File: src/design/mglt_pkg.sv
// Shared types, codes and mode tables for the lock table.
`timescale 1ns / 1ps
`default_nettype none
package mglt_pkg;

	localparam int KEY_W   = 49;
	localparam int TXN_W   = 16;
	localparam int MODE_W  = 3;
	localparam int HIDX_W  = 5;
	localparam int NUM_OBJECTS_DEF        = 16;
	localparam int HOLDERS_PER_OBJECT_DEF = 4;

	localparam logic [2:0] CMD_REC_S  = 3'd0;
	localparam logic [2:0] CMD_REC_X  = 3'd1;
	localparam logic [2:0] CMD_TAB_S  = 3'd2;
	localparam logic [2:0] CMD_TAB_X  = 3'd3;
	localparam logic [2:0] CMD_TAB_IS = 3'd4;
	localparam logic [2:0] CMD_TAB_IX = 3'd5;
	localparam logic [2:0] CMD_UNLOCK = 3'd6;
	localparam logic [2:0] CMD_NONE   = 3'd7;

	localparam logic [2:0] M_NONE = 3'd0;
	localparam logic [2:0] M_S    = 3'd1;
	localparam logic [2:0] M_X    = 3'd2;
	localparam logic [2:0] M_IS   = 3'd3;
	localparam logic [2:0] M_IX   = 3'd4;
	localparam logic [2:0] M_SIX  = 3'd5;

	localparam logic [2:0] ST_GRANTED  = 3'd0;
	localparam logic [2:0] ST_HELD     = 3'd1;
	localparam logic [2:0] ST_UPGRADED = 3'd2;
	localparam logic [2:0] ST_ABORT    = 3'd3;
	localparam logic [2:0] ST_ABORT_UP = 3'd4;
	localparam logic [2:0] ST_UNLOCKED = 3'd5;
	localparam logic [2:0] ST_NOTFOUND = 3'd6;
	localparam logic [2:0] ST_FULL     = 3'd7;

	typedef enum logic [2:0] {
		OP_NONE    = 3'd0,
		OP_ALLOC   = 3'd1,
		OP_ADD     = 3'd2,
		OP_UPGRADE = 3'd3,
		OP_REMOVE  = 3'd4
	} op_kind_t;

	typedef struct packed {
		logic              hit;
		logic              mine_found;
		logic [HIDX_W-1:0] mine_idx;
		logic [MODE_W-1:0] cur_mode;
		logic              free_found;
		logic [HIDX_W-1:0] free_idx;
		logic [7:0]        others;
		logic              others_any;
	} cell_sum_t;

	typedef struct packed {
		op_kind_t          kind;
		logic [HIDX_W-1:0] hidx;
		logic [MODE_W-1:0] mode;
		logic              keep_entry;
	} cell_op_t;

	function automatic logic [7:0] conflict_set(input logic [2:0] m);
		logic [7:0] r;
		r = 8'd0;
		case (m)
			M_S:   r = 8'b0011_0100;
			M_X:   r = 8'b0011_1110;
			M_IS:  r = 8'b0000_0100;
			M_IX:  r = 8'b0010_0110;
			M_SIX: r = 8'b0011_0110;
			default: r = 8'd0;
		endcase
		return r;
	endfunction

	function automatic logic [2:0] cover_mode(input logic [2:0] a, input logic [2:0] b);
		logic [2:0] r;
		if (a == M_NONE) r = b;
		else if (a == b) r = a;
		else if (a == M_X || b == M_X) r = M_X;
		else if (a == M_SIX || b == M_SIX) r = M_SIX;
		else if ((a == M_S && b == M_IX) || (a == M_IX && b == M_S)) r = M_SIX;
		else if (a == M_IS) r = b;
		else if (b == M_IS) r = a;
		else r = M_X;
		return r;
	endfunction

endpackage
`default_nettype wire

File: src/design/mglt_cell.sv
// One lock table entry: key, holder slots, lookup summary and free-entry chain link.
`timescale 1ns / 1ps
`default_nettype none
module mglt_cell #(
	parameter int HOLDERS = mglt_pkg::HOLDERS_PER_OBJECT_DEF
) (
	input  wire                          clk,
	input  wire                          arst_n,
	input  wire                          look,
	input  wire [mglt_pkg::KEY_W-1:0]    key,
	input  wire [mglt_pkg::TXN_W-1:0]    txn,
	input  wire                          free_in,
	output logic                         free_out,
	output logic                         first_free,
	output mglt_pkg::cell_sum_t          sum,
	input  wire                          wr,
	input  wire                          sel,
	input  wire mglt_pkg::cell_op_t      op
);
	localparam int HW = (HOLDERS > 1) ? $clog2(HOLDERS) : 1;

	logic                          valid_q;
	logic [mglt_pkg::KEY_W-1:0]    key_q;
	logic [HOLDERS-1:0]            hv_q;
	logic [mglt_pkg::TXN_W-1:0]    htxn_q [HOLDERS];
	logic [mglt_pkg::MODE_W-1:0]   hmode_q [HOLDERS];
	mglt_pkg::cell_sum_t           sum_q;
	mglt_pkg::cell_sum_t           sum_d;

	assign free_out   = free_in | ~valid_q;
	assign first_free = ~valid_q & ~free_in;
	assign sum        = sum_q;

	always_comb begin
		sum_d = '0;
		sum_d.hit = valid_q && (key_q == key);
		for (int h = HOLDERS - 1; h >= 0; h--) begin
			if (!hv_q[h]) begin
				sum_d.free_found = 1'b1;
				sum_d.free_idx   = mglt_pkg::HIDX_W'(h);
			end
		end
		for (int h = HOLDERS - 1; h >= 0; h--) begin
			if (hv_q[h] && htxn_q[h] == txn) begin
				sum_d.mine_found = 1'b1;
				sum_d.mine_idx   = mglt_pkg::HIDX_W'(h);
				sum_d.cur_mode   = hmode_q[h];
			end
		end
		for (int h = 0; h < HOLDERS; h++) begin
			if (hv_q[h] && htxn_q[h] != txn) begin
				sum_d.others     = sum_d.others | (8'd1 << hmode_q[h]);
				sum_d.others_any = 1'b1;
			end
		end
		if (!sum_d.hit) sum_d = '0;
	end

	always_ff @(posedge clk) begin
		if (look) sum_q <= sum_d;
	end

	always_ff @(posedge clk or negedge arst_n) begin
		if (!arst_n) begin
			valid_q <= 1'b0;
			hv_q    <= '0;
		end else if (wr && sel) begin
			unique case (op.kind)
				mglt_pkg::OP_ALLOC: begin
					valid_q <= 1'b1;
					hv_q    <= HOLDERS'(1);
				end
				mglt_pkg::OP_ADD: hv_q[op.hidx[HW-1:0]] <= 1'b1;
				mglt_pkg::OP_REMOVE: begin
					hv_q[op.hidx[HW-1:0]] <= 1'b0;
					valid_q <= op.keep_entry;
				end
				default: ;
			endcase
		end
	end

	always_ff @(posedge clk) begin
		if (wr && sel) begin
			case (op.kind)
				mglt_pkg::OP_ALLOC: begin
					key_q      <= key;
					htxn_q[0]  <= txn;
					hmode_q[0] <= op.mode;
				end
				mglt_pkg::OP_ADD: begin
					htxn_q[op.hidx[HW-1:0]]  <= txn;
					hmode_q[op.hidx[HW-1:0]] <= op.mode;
				end
				mglt_pkg::OP_UPGRADE: hmode_q[op.hidx[HW-1:0]] <= op.mode;
				default: ;
			endcase
		end
	end

endmodule
`default_nettype wire

File: src/design/multigranularity_lock_table.sv
// Top level of the no-wait multiple-granularity lock table.
// A request is handled in order: accept, parallel key and holder lookup in every
// entry cell, decision on the matched entry, and write back with the result word loaded
// into the output register. The next request is taken only after write back, since
// it depends on the updated table. A stalled output holds the write back stage.
// Reset clears all entry and holder valid bits at once.
`timescale 1ns / 1ps
`default_nettype none
module multigranularity_lock_table #(
	parameter int NUM_OBJECTS        = mglt_pkg::NUM_OBJECTS_DEF,
	parameter int HOLDERS_PER_OBJECT = mglt_pkg::HOLDERS_PER_OBJECT_DEF
) (
	input  wire        clk,
	input  wire        arst_n,
	input  wire        s_tvalid,
	output logic       s_tready,
	input  wire [63:0] s_tdata,  // txn_id, table_id, record_page, record_slot
	input  wire [3:0]  s_tuser,  // command, object_is_record
	output logic       m_tvalid,
	input  wire        m_tready,
	output logic [7:0] m_tdata   // status, held_mode, zero pad
);
	typedef enum logic [3:0] {
		S_IDLE   = 4'b0001,
		S_LOOK   = 4'b0010,
		S_DECIDE = 4'b0100,
		S_WRITE  = 4'b1000
	} state_t;

	state_t                       state_q;
	logic [2:0]                   cmd_q;
	logic [mglt_pkg::TXN_W-1:0]   txn_q;
	logic [mglt_pkg::KEY_W-1:0]   key_q;
	logic [NUM_OBJECTS-1:0]       hit_vec;
	logic [NUM_OBJECTS-1:0]       ff_vec;
	logic [NUM_OBJECTS:0]         free_chain;
	logic [NUM_OBJECTS-1:0]       target_q;
	mglt_pkg::cell_sum_t          sums [NUM_OBJECTS];
	mglt_pkg::cell_sum_t          hs;
	mglt_pkg::cell_op_t           op_d, op_q;
	logic [2:0]                   st_d, st_q, md_d, md_q;
	logic                         any_hit, any_free, wr;
	logic [2:0]                   req, cur, nxt;
	logic                         is_rec;
	logic                         out_valid_q;
	logic [7:0]                   out_q;

	assign s_tready = (state_q == S_IDLE);
	assign m_tvalid = out_valid_q;
	assign m_tdata  = out_q;
	assign wr = (state_q == S_WRITE) && (!out_valid_q || m_tready);
	assign free_chain[0] = 1'b0;

	always_comb begin
		is_rec = (s_tuser[2:0] == mglt_pkg::CMD_UNLOCK) ? s_tuser[3]
			: (s_tuser[2:0] == mglt_pkg::CMD_REC_S || s_tuser[2:0] == mglt_pkg::CMD_REC_X);
	end

	genvar gi;
	generate
		for (gi = 0; gi < NUM_OBJECTS; gi++) begin : g_cell
			mglt_cell #(.HOLDERS(HOLDERS_PER_OBJECT)) u_cell (
				.clk        (clk),
				.arst_n     (arst_n),
				.look       (state_q == S_LOOK),
				.key        (key_q),
				.txn        (txn_q),
				.free_in    (free_chain[gi]),
				.free_out   (free_chain[gi+1]),
				.first_free (ff_vec[gi]),
				.sum        (sums[gi]),
				.wr         (wr),
				.sel        (target_q[gi]),
				.op         (op_q)
			);
			assign hit_vec[gi] = sums[gi].hit;
		end
	endgenerate

	always_comb begin
		hs = '0;
		for (int i = 0; i < NUM_OBJECTS; i++) hs = hs | sums[i];
		any_hit  = |hit_vec;
		any_free = |ff_vec;
		unique case (cmd_q)
			mglt_pkg::CMD_REC_S, mglt_pkg::CMD_TAB_S: req = mglt_pkg::M_S;
			mglt_pkg::CMD_REC_X, mglt_pkg::CMD_TAB_X: req = mglt_pkg::M_X;
			mglt_pkg::CMD_TAB_IS:                     req = mglt_pkg::M_IS;
			default:                                  req = mglt_pkg::M_IX;
		endcase
		cur = hs.mine_found ? hs.cur_mode : mglt_pkg::M_NONE;
		nxt = mglt_pkg::cover_mode(cur, req);
		op_d = '{kind: mglt_pkg::OP_NONE, hidx: hs.free_idx, mode: req,
			keep_entry: hs.others_any};
		st_d = mglt_pkg::ST_NOTFOUND;
		md_d = mglt_pkg::M_NONE;
		if (cmd_q == mglt_pkg::CMD_NONE) begin
			st_d = mglt_pkg::ST_NOTFOUND;
		end else if (cmd_q == mglt_pkg::CMD_UNLOCK) begin
			if (any_hit && hs.mine_found) begin
				st_d = mglt_pkg::ST_UNLOCKED;
				op_d.kind = mglt_pkg::OP_REMOVE;
				op_d.hidx = hs.mine_idx;
			end
		end else if (!any_hit) begin
			if (!any_free) begin
				st_d = mglt_pkg::ST_FULL;
			end else begin
				st_d = mglt_pkg::ST_GRANTED;
				md_d = req;
				op_d.kind = mglt_pkg::OP_ALLOC;
			end
		end else if (nxt == cur) begin
			st_d = mglt_pkg::ST_HELD;
			md_d = cur;
		end else if (cur == mglt_pkg::M_NONE) begin
			if ((hs.others & mglt_pkg::conflict_set(req)) != 8'd0) begin
				st_d = mglt_pkg::ST_ABORT;
			end else if (!hs.free_found) begin
				st_d = mglt_pkg::ST_FULL;
			end else begin
				st_d = mglt_pkg::ST_GRANTED;
				md_d = req;
				op_d.kind = mglt_pkg::OP_ADD;
			end
		end else if ((hs.others & mglt_pkg::conflict_set(nxt)) != 8'd0) begin
			st_d = mglt_pkg::ST_ABORT_UP;
			md_d = cur;
		end else begin
			st_d = mglt_pkg::ST_UPGRADED;
			md_d = nxt;
			op_d.kind = mglt_pkg::OP_UPGRADE;
			op_d.hidx = hs.mine_idx;
			op_d.mode = nxt;
		end
	end

	always_ff @(posedge clk or negedge arst_n) begin
		if (!arst_n) begin
			state_q     <= S_IDLE;
			out_valid_q <= 1'b0;
			target_q    <= '0;
		end else begin
			if (wr) out_valid_q <= 1'b1;
			else if (m_tready) out_valid_q <= 1'b0;
			unique case (state_q)
				S_IDLE:   if (s_tvalid) state_q <= S_LOOK;
				S_LOOK:   state_q <= S_DECIDE;
				S_DECIDE: begin
					state_q  <= S_WRITE;
					target_q <= any_hit ? hit_vec : ff_vec;
				end
				S_WRITE: if (wr) state_q <= S_IDLE;
				default: state_q <= S_IDLE;
			endcase
		end
	end

	always_ff @(posedge clk) begin
		if (s_tvalid && s_tready) begin
			cmd_q <= s_tuser[2:0];
			txn_q <= s_tdata[15:0];
			key_q <= is_rec ? {1'b1, s_tdata[63:56], s_tdata[55:48], s_tdata[47:24],
				s_tdata[23:16]} : {41'd0, s_tdata[23:16]};
		end
		if (state_q == S_DECIDE) begin
			op_q <= op_d;
			st_q <= st_d;
			md_q <= md_d;
		end
		if (wr) out_q <= {2'b00, md_q, st_q};
	end

	a_one_hit: assert property (@(posedge clk) disable iff (!arst_n)
		(state_q == S_DECIDE) |-> $onehot0(hit_vec))
		else $error("more than one entry matches the key");
	a_one_target: assert property (@(posedge clk) disable iff (!arst_n)
		(state_q == S_WRITE) |-> $onehot0(target_q))
		else $error("write back targets several entries");
	a_decide_next: assert property (@(posedge clk) disable iff (!arst_n)
		(state_q == S_DECIDE) |=> (state_q == S_WRITE))
		else $error("decision not followed by write back");
	a_free_write: assert property (@(posedge clk) disable iff (!arst_n)
		(wr && op_q.kind == mglt_pkg::OP_ALLOC) |-> (target_q & hit_vec) == '0)
		else $error("allocation over a matched entry");

endmodule
`default_nettype wire
File: config.mk
export PLATFORM = sky130hd
export DESIGN_NAME = multigranularity_lock_table
export DESIGN_NICKNAME = d
export VERILOG_FILES = /design/src/design/mglt_pkg.sv /design/src/design/mglt_cell.sv /design/src/design/multigranularity_lock_table.sv
export SDC_FILE = /design/constraint.sdc
export NUM_CORES = 2
export LEC_CHECK = 0
export BUFFER_PORTS_ARGS = -buffer_cell sky130_fd_sc_hd__buf_2
export CAP_MARGIN = 5
export CELL_PAD_IN_SITES_DETAIL_PLACEMENT = 0
export CELL_PAD_IN_SITES_GLOBAL_PLACEMENT = 1
export CORE_ASPECT_RATIO = 1.25
export CORE_MARGIN = 2
export CORE_UTILIZATION = 54
export DETAILED_ROUTE_END_ITERATION = 6
export GPL_ROUTABILITY_DRIVEN = 0
export PLACE_DENSITY = 0.79
export SLEW_MARGIN = 5
export SYNTH_ARGS = -nofsm -noshare
export SYNTH_HDL_FRONTEND = slang
export SYNTH_SLANG_ARGS = --single-unit
File: constraint.sdc
create_clock -name clk -period 47.4 [get_ports clk]
set_clock_uncertainty 0.1 [all_clocks]
set_input_delay 4.74 -clock clk [delete_from_list [all_inputs] [get_ports clk]]
set_output_delay 4.74 -clock clk [all_outputs]
set_load 0.02 [all_outputs]
==> results by group <==
Final layout
  – Fill count: between 10000 and 15000
  – Share of layout cells above drive strength 1: 0.0919
  – Total Nets Final: approximately 7500
  – Fin util: 0.604
  – P&R area growth vs syn: 11.1%
  – Finished Layout Cells: 10100
  – Area occupied by registers: approximately 0.073 sq mm
  – Footprint of the multi-input gates: 0.0298 sq mm

Logic synthesis
  – Synth top area cells: edfxtp_1 67%, xor2_1 7.8%, xnor2_1 6.1%, dfrtp_1 2.4%, nor4_1 2.1%
  – Synth cell types: 83
  – Synth Warn #: 0
  – Top-count cell post-synth: edfxtp_1
  – Mapped Area: around 0.10 sq mm
  – Register area share after synthesis: 0.697
  – Flops & latches, synth: 2446
  – Main flop type after synthesis: edfxtp_1
  – Largest area contributor in the netlist: edfxtp_1
  – Asr flop ratio synth: 0.0413
  – Gate Count Post-Synth: between 7000 and 8000
  – Yosys top cell area share: 0.672
  – Post-synth EDFFs: between 2000 and 2500
  – Syn_area_per_cell: approximately 15 sq um
  – Most frequent cells after synthesis: 2345 x edfxtp_1, 938 x xor2_1, 729 x xnor2_1, 368 x nor2_1, 350 x nor4_1

STA
  – Final Hold Fails: 0
  – Peak Freq: 0.144 GHz
  – RSZ-0062 raised after global routing: false
  – Count of final max-slew check failures: 0
  – Worst slew margin: 0.0403
  – Hold WS: roughly 0.42 ns
  – Actual slew at the worst max-slew pin: around 1.4 ns
  – Min Clock Period, post-route: a little under 7 ns
  – Setup tns final: 0 ns
  – Final setup fails: 0
  – Final period util: 0.147

Power and ir drop
  – Sw Share: 0.268
  – Cell-internal power: 3.77 mW
  – Total Power: a little over 5 mW
  – Comb power frac: 0.146
  – Net load switching power: approximately 1.4 mW
  – Reg power frac: 0.499
  – Worst vdd ir: about 0.047 mV
  – Clock power frac: 0.355
  – Leak: approximately 37 nW
  – Pwr per Cell Area: 44.3 mW/mm^2

Worst setup path
  – Slowest CP cell: dfstp_2
  – Setup Crit Path Kind: reg2out
  – Critical path's largest stage delay: 0.57 ns
  – Crit path depth: 2
  – Worst EP required: about 43 ns
  – FF-to-FF path depth: 14
  – Crit path DAT: about 2.1 ns
  – Cells along the critical path: nor4b_1, buf_2
  – CP Max Fanout: 5
  – Crit start category: flop
  – Crit path buf inv count: 1
  – Delay-heaviest family, CP: flip-flops
  – Critical path endpoint category: output port

Outcome
  – Failing checks: DRC
  – Status: finished with violations

Clocking
  – H-tree depth: 4
  – Clock tree buffer depth: 3
  – Clock Sinks: about 2400
  – Clk_lat worst skew: about 0.9 ns
  – Clock Pin Slew Worst Setup and Hold Paths: around 0.070 ns
  – Post-CTS setup buffer count: 0
  – Post-CTS Resized: 0
  – Hold_buf cts: 0
  – Num CTS Buffers: roughly 220
  – Root Buffer: clkbuf_16
  – TritonCTS clock tree: built

GRT
  – Grt ovf: 0
  – Largest net degree at the start of global routing: a little under 200
  – Global-route wire length before repair: between 300000 and 400000 um
  – Total track usage: 0.272
  – Vias in the first global route: ~60000
  – Initial antenna violation count: 10

Route
  – DRC: 8
  – Via Count: approximately 61000
  – Number of vias per cell: about 6
  – Routed Antenna Nets: 0
  – 1st-pass router iterations: 7
  – Detailed Route Iter0 Violations: a little under 7000
  – Wirelength per Cell: between 20 and 30 um
  – Total wire length: around 270000 um

Die
  – Core Region: slightly below 0.2 sq mm
  – I/O pin count: 82
  – Die H: about 500 um
  – Rows: 180
  – Die area: approximately 0.2 sq mm
  – Starting Density: 0.544
  – DIE WIDTH: around 400 um

Hold path
  – Hold Path Stages: 1
  – Hold WC Path Type: reg2reg

Place
  – DP HPWL: between 150000 and 200000 um
  – PortBufs: 79
  – Dpl cells: 9718

Run
  – Max cap viols: 0
[power groups by stage]
| stage | clock network (mW) | registers, mW | logic [mW] |
|---|---|---|---|
| floorplan | 0 | 2.66 | 0.422 |
| global placement | 0 | 2.61 | 0.732 |
| detailed placement | 0 | 2.61 | 0.750 |
| CTS | 1.85 | 2.57 | 0.754 |
| global route | 1.93 | 2.57 | 0.798 |
| finish | 1.83 | 2.57 | 0.750 |
[cell families (layout without fill, tap and decap cells)]
group	after synthesis	in the layout	share of synthesized area
AOI/OAI and AO/OA	779	779	0.0494
xor gates and xnor gates	1667	1667	0.139
buffers and inverters	549	937	0.0210
DFF	2446	2446	0.697
muxes	36	36	0.00358
other	1	6	0.0000358
and+or+nand+nor	1728	1728	0.0901
[cell type report]
cell class              count  area share
diodes                      4   0.0000860
clock buffers             261      0.0495
clock inverters           158      0.0150
inverters                 241     0.00777
multi-input cells        4212       0.256
flip-flops and latches   2446       0.627
well taps                2548      0.0274
repair buffers            277      0.0172
[registers in the layout, summed over array words and instances (netlist names)]
register and cells:
cmd_q 3, g_cell.u_cell.hmode_q 192, g_cell.u_cell.htxn_q 1024, g_cell.u_cell.hv_q 64, g_cell.u_cell.key_q 784, g_cell.u_cell.sum 256
g_cell.u_cell.valid_q 16, key_q 49, m_tdata 6, m_tvalid 1, md_q 3, op_q 9
st_q 3, state_q 4, target_q 16, txn_q 16
[final timing paths]
check	start	to	slack (ns)
max in group asynchronous	arst_n	g_cell[9].u_cell.hv_q[1]$_DFFE_PN0P_	42.14
max reg2reg	txn_q[11]$_DFFE_PP_	g_cell[1].u_cell.sum[16]$_SDFFCE_PN0P_	42.35
min in group asynchronous	arst_n	g_cell[2].u_cell.hv_q[0]$_DFFE_PN0P_	3.73
min	state_q[1]$_DFFE_PN0P_	state_q[3]$_DFFE_PN0P_	0.42
min reg2reg	state_q[1]$_DFFE_PN0P_	state_q[3]$_DFFE_PN0P_	0.42
max	state_q[0]$_DFFE_PN1P_	s_tready	40.45
[per-stage QoR]
stage                     area, sq um  worst slack (ns)
after global routing           116000             40.31
after detailed placement       109000             39.62
after global placement         109000             39.69
after floorplan                105000             19.13
after CTS                      116000             40.39
final                          116000             40.45
[metal layers]
layer / wire length, um / part of all wire / track usage
met5: 50 / 0.00018 / 0
met4: 13500 / 0.050 / 0.122
met3: 17600 / 0.065 / 0.0408
met2: 133000 / 0.49 / 0.460
met1: 106000 / 0.39 / 0.349
[placed cells by master (no fill, tap or decap), types with 17 or more instances in the layout]
master      count
nor3_1         70
nor2_1        346
nand2b_1       53
inv_1         238
clkinvlp_4     17
a22oi_1        31
xor2_1        938
a41oi_1        45
a31oi_1        71
nor3b_1        57
buf_2          78
nand4_1       264
o2bb2ai_1      21
xnor2_1       729
dfrtp_1       100
nand3_1        99
clkbuf_1       36
clkinv_2       40
a21oi_1       263
and2_1         31
mux2i_1        24
bufinv_16      30
nand2_1       215
o21ai_0        75
clkinv_1       53
a32oi_1        18
o22ai_1        49
nor2b_1        56
edfxtp_1     2345
nor4_1        346
nor2_4         17
nand3b_1       22
or4_1          30
a221oi_1       41
buf_4         188
a211oi_1       35
and3_1         26
clkbuf_16     224
No activity file was read; power rests on OpenSTA's default activity.
